File: src/rtl/sfd_pkg.sv
package sfd_pkg;

  localparam logic [7:0] HeaderByte = 8'h55;
  localparam logic [7:0] TypeLow    = 8'h50;
  localparam logic [7:0] TypeHigh   = 8'h58;
  localparam int unsigned FrameLen  = 11;
  localparam int unsigned CheckPos  = 10;

  typedef logic [3:0] pos_t;

  localparam pos_t PosHeader = pos_t'(0);
  localparam pos_t PosType   = pos_t'(1);
  localparam pos_t PosCheck  = pos_t'(CheckPos);

  // one result word
  typedef struct packed {
    logic        frame_valid;
    logic        checksum_error;
    logic [7:0]  frame_type;
    logic        type_known;
    logic [63:0] payload;
  } res_t;

endpackage

File: src/rtl/sfd_parse.sv
module sfd_parse
  import sfd_pkg::*;
(
  input  logic       clk_i,
  input  logic       rst_ni,
  input  logic       adv_i,
  input  logic [7:0] byte_i,
  output res_t       res_o
);

  pos_t        pos_q, pos_d, pos;
  logic [7:0]  sum_q, sum_d;
  logic [7:0]  type_q, type_d;
  logic [63:0] pay_q, pay_d;

  always_comb begin
    // out-of-range position behaves as header position
    pos    = (pos_q > PosCheck) ? PosHeader : pos_q;
    pos_d  = pos_q;
    sum_d  = sum_q;
    type_d = type_q;
    pay_d  = pay_q;
    res_o  = '0;
    priority if (pos == PosHeader) begin
      if (byte_i == HeaderByte) begin
        sum_d = byte_i;
        pos_d = PosType;
      end else begin
        pos_d = PosHeader;
      end
    end else if (pos < PosCheck) begin
      sum_d = sum_q + byte_i;
      if (pos == PosType) begin
        type_d = byte_i;
      end else begin
        pay_d = {byte_i, pay_q[63:8]};
      end
      pos_d = pos + pos_t'(1);
    end else begin
      if (sum_q == byte_i) begin
        res_o.frame_valid = 1'b1;
        res_o.frame_type  = type_q;
        res_o.type_known  = (type_q >= TypeLow) && (type_q <= TypeHigh);
        res_o.payload     = pay_q;
      end else begin
        res_o.checksum_error = 1'b1;
      end
      pos_d = PosHeader;
      sum_d = '0;
    end
  end

  always_ff @(posedge clk_i or negedge rst_ni) begin
    if (!rst_ni) begin
      pos_q  <= PosHeader;
      sum_q  <= '0;
      type_q <= '0;
      pay_q  <= '0;
    end else if (adv_i) begin
      pos_q  <= pos_d;
      sum_q  <= sum_d;
      type_q <= type_d;
      pay_q  <= pay_d;
    end
  end

endmodule

File: src/rtl/sensor_frame_deframer.sv
// sensor frame deframer: turns a serial byte stream into checked 11-byte frames
// input channel: in_valid_i / in_stall_o carry one received byte per word
// (rx_byte_i); a byte is taken at a clock edge with valid high and stall low
// output channel: out_valid_o / out_stall_i carry one result word for every
// byte taken; frame_valid_o marks a frame with good checksum, checksum_error_o
// a frame whose checksum byte mismatched, otherwise both flags are low and
// frame_type_o, type_known_o and payload_o are zero
// a frame is header 0x55, type byte, eight payload bytes (first one lands in
// payload_o[7:0]) and an additive modulo-256 checksum over the first ten bytes
// path: a taken byte sits in the input register, then the parse logic writes its
// result into the result register once that register is free or draining
// throughput: one byte per cycle without receiver stall, set by position/sum update
// stall: while the receiver stalls, the result register holds; the input register
// takes one more byte only if it is empty, and once it is full in_stall_o rises
// reset (rst_ni low, asynchronous): both registers empty, parser waits for a
// header byte, running sum and held frame fields cleared
module sensor_frame_deframer
  import sfd_pkg::*;
(
  input  logic        clk_i,
  input  logic        rst_ni,
  input  logic        in_valid_i,
  output logic        in_stall_o,
  input  logic [7:0]  rx_byte_i,
  output logic        out_valid_o,
  input  logic        out_stall_i,
  output logic        frame_valid_o,
  output logic        checksum_error_o,
  output logic [7:0]  frame_type_o,
  output logic        type_known_o,
  output logic [63:0] payload_o
);

  // input register
  logic       in_vld_q, in_vld_d;
  logic [7:0] byte_q;
  // result register
  logic       res_vld_q, res_vld_d;
  res_t       res_q, res_d;

  logic in_take;
  logic adv;

  // byte moves through the parser when the result register is free or draining
  assign adv     = in_vld_q && (!res_vld_q || !out_stall_i);
  assign in_take = in_valid_i && !in_stall_o;

  // input register is full and cannot move on
  assign in_stall_o = in_vld_q && !adv;

  sfd_parse u_parse (
    .clk_i  (clk_i),
    .rst_ni (rst_ni),
    .adv_i  (adv),
    .byte_i (byte_q),
    .res_o  (res_d)
  );

  always_comb begin
    in_vld_d = in_vld_q;
    if (in_take) begin
      in_vld_d = 1'b1;
    end else if (adv) begin
      in_vld_d = 1'b0;
    end
    res_vld_d = res_vld_q;
    if (adv) begin
      res_vld_d = 1'b1;
    end else if (!out_stall_i) begin
      res_vld_d = 1'b0;
    end
  end

  always_ff @(posedge clk_i or negedge rst_ni) begin
    if (!rst_ni) begin
      in_vld_q  <= 1'b0;
      res_vld_q <= 1'b0;
    end else begin
      in_vld_q  <= in_vld_d;
      res_vld_q <= res_vld_d;
    end
  end

  // payload registers, no reset needed
  always_ff @(posedge clk_i) begin
    if (in_take) begin
      byte_q <= rx_byte_i;
    end
    if (adv) begin
      res_q <= res_d;
    end
  end

  assign out_valid_o      = res_vld_q;
  assign frame_valid_o    = res_q.frame_valid;
  assign checksum_error_o = res_q.checksum_error;
  assign frame_type_o     = res_q.frame_type;
  assign type_known_o     = res_q.type_known;
  assign payload_o        = res_q.payload;

`ifndef ASSERT_OFF
  // good frame and checksum error are exclusive
  a_flags_excl: assert property (@(posedge clk_i) disable iff (!rst_ni)
    out_valid_o |-> !(frame_valid_o && checksum_error_o))
    else $error("frame_valid and checksum_error both set");

  // without a good frame the result fields read zero
  a_zero_fields: assert property (@(posedge clk_i) disable iff (!rst_ni)
    (out_valid_o && !frame_valid_o) |->
      (frame_type_o == 8'h00 && !type_known_o && payload_o == 64'h0))
    else $error("result fields not zero without a good frame");

  // type_known agrees with the reported type
  a_type_known: assert property (@(posedge clk_i) disable iff (!rst_ni)
    (out_valid_o && frame_valid_o) |->
      (type_known_o == ((frame_type_o >= TypeLow) && (frame_type_o <= TypeHigh))))
    else $error("type_known disagrees with frame_type");

  // input stalls only while a result is held back by the receiver
  a_stall_cause: assert property (@(posedge clk_i) disable iff (!rst_ni)
    in_stall_o |-> (out_valid_o && out_stall_i))
    else $error("input stalled without output backpressure");
`endif

endmodule

File: config.mk
export PLATFORM = sky130hd
export DESIGN_NAME = sensor_frame_deframer
export DESIGN_NICKNAME = d
export VERILOG_FILES = /design/src/rtl/sfd_pkg.sv /design/src/rtl/sfd_parse.sv /design/src/rtl/sensor_frame_deframer.sv
export SDC_FILE = /design/constraint.sdc
export NUM_CORES = 1
export LEC_CHECK = 0
export BUFFER_PORTS_ARGS = -buffer_cell sky130_fd_sc_hd__buf_2
export CELL_PAD_IN_SITES_DETAIL_PLACEMENT = 0
export CELL_PAD_IN_SITES_GLOBAL_PLACEMENT = 1
export CORE_MARGIN = 2
export CORE_UTILIZATION = 52
export DETAILED_ROUTE_END_ITERATION = 8
export GPL_ROUTABILITY_DRIVEN = 0
export GPL_TIMING_DRIVEN = 0
export PLACE_DENSITY = 0.92
export SETUP_SLACK_MARGIN = 0.1
export SYNTH_ARGS = -nofsm -noshare
export SYNTH_HDL_FRONTEND = slang
export SYNTH_HIERARCHICAL = 1
export SYNTH_SLANG_ARGS = --single-unit
File: constraint.sdc
create_clock -name clk_i -period 16.65 [get_ports clk_i]
set_clock_uncertainty 0.05 [all_clocks]
set_input_delay 0.8325 -clock clk_i [delete_from_list [all_inputs] [get_ports clk_i]]
set_output_delay 0.8325 -clock clk_i [all_outputs]
set_load 0.01 [all_outputs]
==> impl_metrics.toml <==
[placed_design]
dp_hpwl_microns = 8597
placed_area_sq_um = 7820
portBuffers = 88

[yosys]
ys_warn_count = 6
ys_types = 46
syn_area_sq_um = 7071
syn_inst = 450
synth_edf_count = 83
ys_ff_latch = 169
syn_nets = 473
ys.flop_type = "dfrtp_1"
seq_area_frac_synth_pct = 65.69
synth_area_per_cell_sq_um = 15.71
async_flop_share_pct = 50.89

[worst_setup_path]
r2r_start = "u_parse/pos_q[2]"
cp-end-kind = "flip-flop"
critPathMaxFanout = 10
cp.required_ns = 16.90
worstSetupStartpointType = "flip-flop"
crit_type = "flip-flop to flip-flop"
ff2ff_setup_slack_ns = 13.79
cp.arrival_ns = 3.11
timing.rr.end = "u_parse/pay_q[6]"
reg2reg_depth = 9

[grt]
antenna_found_initial = 0
grt_max_degree = 55
overflow = 0
first_global_vias = 3811
grt.total_usage_pct = 18.00
grt_pass1_wl_microns = 19800

[floorplanning]
core_region_area_sq_um = 13240
start_util_pct = 53.39
die_h_microns = 120.6
chipWidth_microns = 120.6
io_pins = 89
core.rowCount = 42
dieArea_sq_um = 14550

[clock_tree]
insertion_delay_ns = 0.42
post_cts_resized = 0
cts_made_buffers = 17
hold_buffers = 0
clk_pin_slew_ns = 0.06
cts_setup_buffers = 0
cts_max_path_buffers = 2
cts_htree_levels = 4
clockRootBuffer = "clkbuf_16"
clkSinkCount = 169
cts_tree = "done"

[layout]
layout.cells.most_common = "buf_2"
area_delta_synth_final_pct = 19.01
drive_gt1_share_pct = 35.95
final_cell_mix = "90 x buf_2, 86 x dfrtp_1, 83 x edfxtp_1"
antenna_cells = 0
fin_area_sq_um = 8414
final_nets = 583

[timing]
tns_ns = 0
layout_min_cycle_time_ns = 2.860
rsz0062_at_grt = "no"
relSlewSlack_pct = 45.92
drv_slew = 0
setup_violations = 0
fmax_ghz = 0.3496
finalHoldViolations = 0
tightest_slew_ns = 0.8092
post-route-period-util_pct = 17.18

[detailed_routing]
drcViolationCount = 0
vias = 3894
routedWlPerCell_microns = 16.50
drt_iter0_markers = 239
antenna_left = 0
drt-vias-per-instance = 5.199
firstDrtPassIters = 4
drt-total-wl_microns = 12360

[power_and_ir_drop]
p_clk_share_pct = 35.4
peakVddDrop_mv = 0.06469
switching_share_pct = 25.63
cellLeakagePower_nw = 3.941
p_sw_uw = 282.1
seqPwrFrac_pct = 47.0
power.density_nw_per_um2 = 130.8
p_int_uw = 818.5
p_comb_share_pct = 17.6

[job]
max_cap_viol_count = 0

[outcome]
status = "complete, no violations"

[hold_path]
hold_class = "input port to async pin"
==> cell usage after synthesis (3+ instances only) <==
cell	n	area share, %
a211oi_1	4	0.42
a21oi_1	6	0.42
and2_1	77	6.8
buf_2	3	0.21
buf_6	6	0.96
clkbuf_1	10	0.53
dfrtp_1	86	30
edfxtp_1	83	35
ha_1	10	1.8
inv_1	5	0.27
mux2_2	12	1.9
mux2_4	60	13
nand2_1	17	0.90
nand2b_1	3	0.27
nand3_1	4	0.28
nor2_1	8	0.42
nor3b_1	3	0.32
o211ai_1	4	0.42
o21ai_0	9	0.64
o31ai_1	3	0.32
xnor2_1	3	0.37
==> state kept, by name, summed over array words and instances, names as in the netlist <==
signal / cells
in_vld_q: 1
checksum_error_o: 1
out_valid_o: 1
frame_valid_o: 1
frame_type_o: 8
u_parse/pay_q: 64
type_known_o: 1
u_parse/sum_q: 8
u_parse/type_q: 8
payload_o: 64
u_parse/pos_q: 4
byte_q: 8
==> area by class of cell <==
| cell class | instances | area (sq um) |
|---|---|---|
| sequential | 169 | 4644 |
| clock inverter | 13 | 151.4 |
| fill | 983 | 4828 |
| inverter | 5 | 18.77 |
| tap | 176 | 220.2 |
| timing repair buffer | 91 | 518.0 |
| clock buffer | 19 | 442.9 |
| multi-input combinational | 257 | 2298 |
| buffer | 19 | 120.1 |
==> worst max path at each step <==
stage,from,to,slack [ns],cells after the start
3_5_place_dp,out_stall_i,u_parse/sum_q[3],13.50,6
5_1_grt,u_parse/pos_q[2],u_parse/pay_q[43],13.64,9
6_report,u_parse/pos_q[2],u_parse/pay_q[6],13.79,9
3_3_place_gp,out_stall_i,u_parse/type_q[2],6.46,6
2_1_floorplan,out_stall_i,u_parse/type_q[0],8.54,5
4_1_cts,u_parse/pos_q[2],u_parse/pay_q[7],13.81,9
==> power groups by stage <==
stage	Combinational (mW)	Clock (mW)	Sequential, mW
finish	0.194	0.389	0.517
detailed placement	0.194	0	0.526
CTS	0.196	0.396	0.518
global placement	0.185	0	0.527
floorplan	0.143	0	0.523
global route	0.211	0.413	0.523
==> metrics by stage <==
step	hold slack, ns	instances	worst slack [ns]	total power, mW	utilization [%]
floorplan	0.3973	450	8.535	0.6658	-
global placement	0.4165	714	6.455	0.7112	58.38
detailed placement	0.4278	717	13.50	0.7199	59.05
CTS	0.3115	749	13.81	1.109	63.54
global route	0.3315	749	13.64	1.147	63.54
finish	0.3113	749	13.79	1.101	63.54
==> cell families (layout without fill, tap and decap cells) <==
logic type / Yosys count / after routing / synth area share [%]
AOI/OAI and AO/OA: 44 / 44 / 4.459
muxes: 72 / 72 / 14.65
xor gates and xnor gates: 5 / 5 / 0.6195
DFF: 169 / 169 / 65.69
adders and majority gates: 11 / 11 / 2.053
buffers and inverters: 24 / 147 / 1.964
and+or+nand+nor: 125 / 125 / 10.56
==> per-layer routing <==
metal  share of wire (%)  vias up  wire length (microns)  global-route usage (%)
met5                   0        -                      0                       0
met4                 1.6        0                    198                   7.558
met3                 3.5       17                    437                   4.009
met2                  53       92                   6513                   30.86
met1                  42     1938                   5209                   22.04
li1                    -     1847                      -                       -
==> worst max-delay path, stage by stage, from the launching register on <==
cell and delay (ns):
dfrtp_1 0.41, buf_2 0.18, o21ai_0 0.18, nand2_1 0.12, ha_1 0.33, nor3b_1 0.21, a211oi_4 0.44, nand3_4 0.27
buf_6 0.24, mux2_4 0.30
Note: power is estimated with default switching activity, not from simulation.
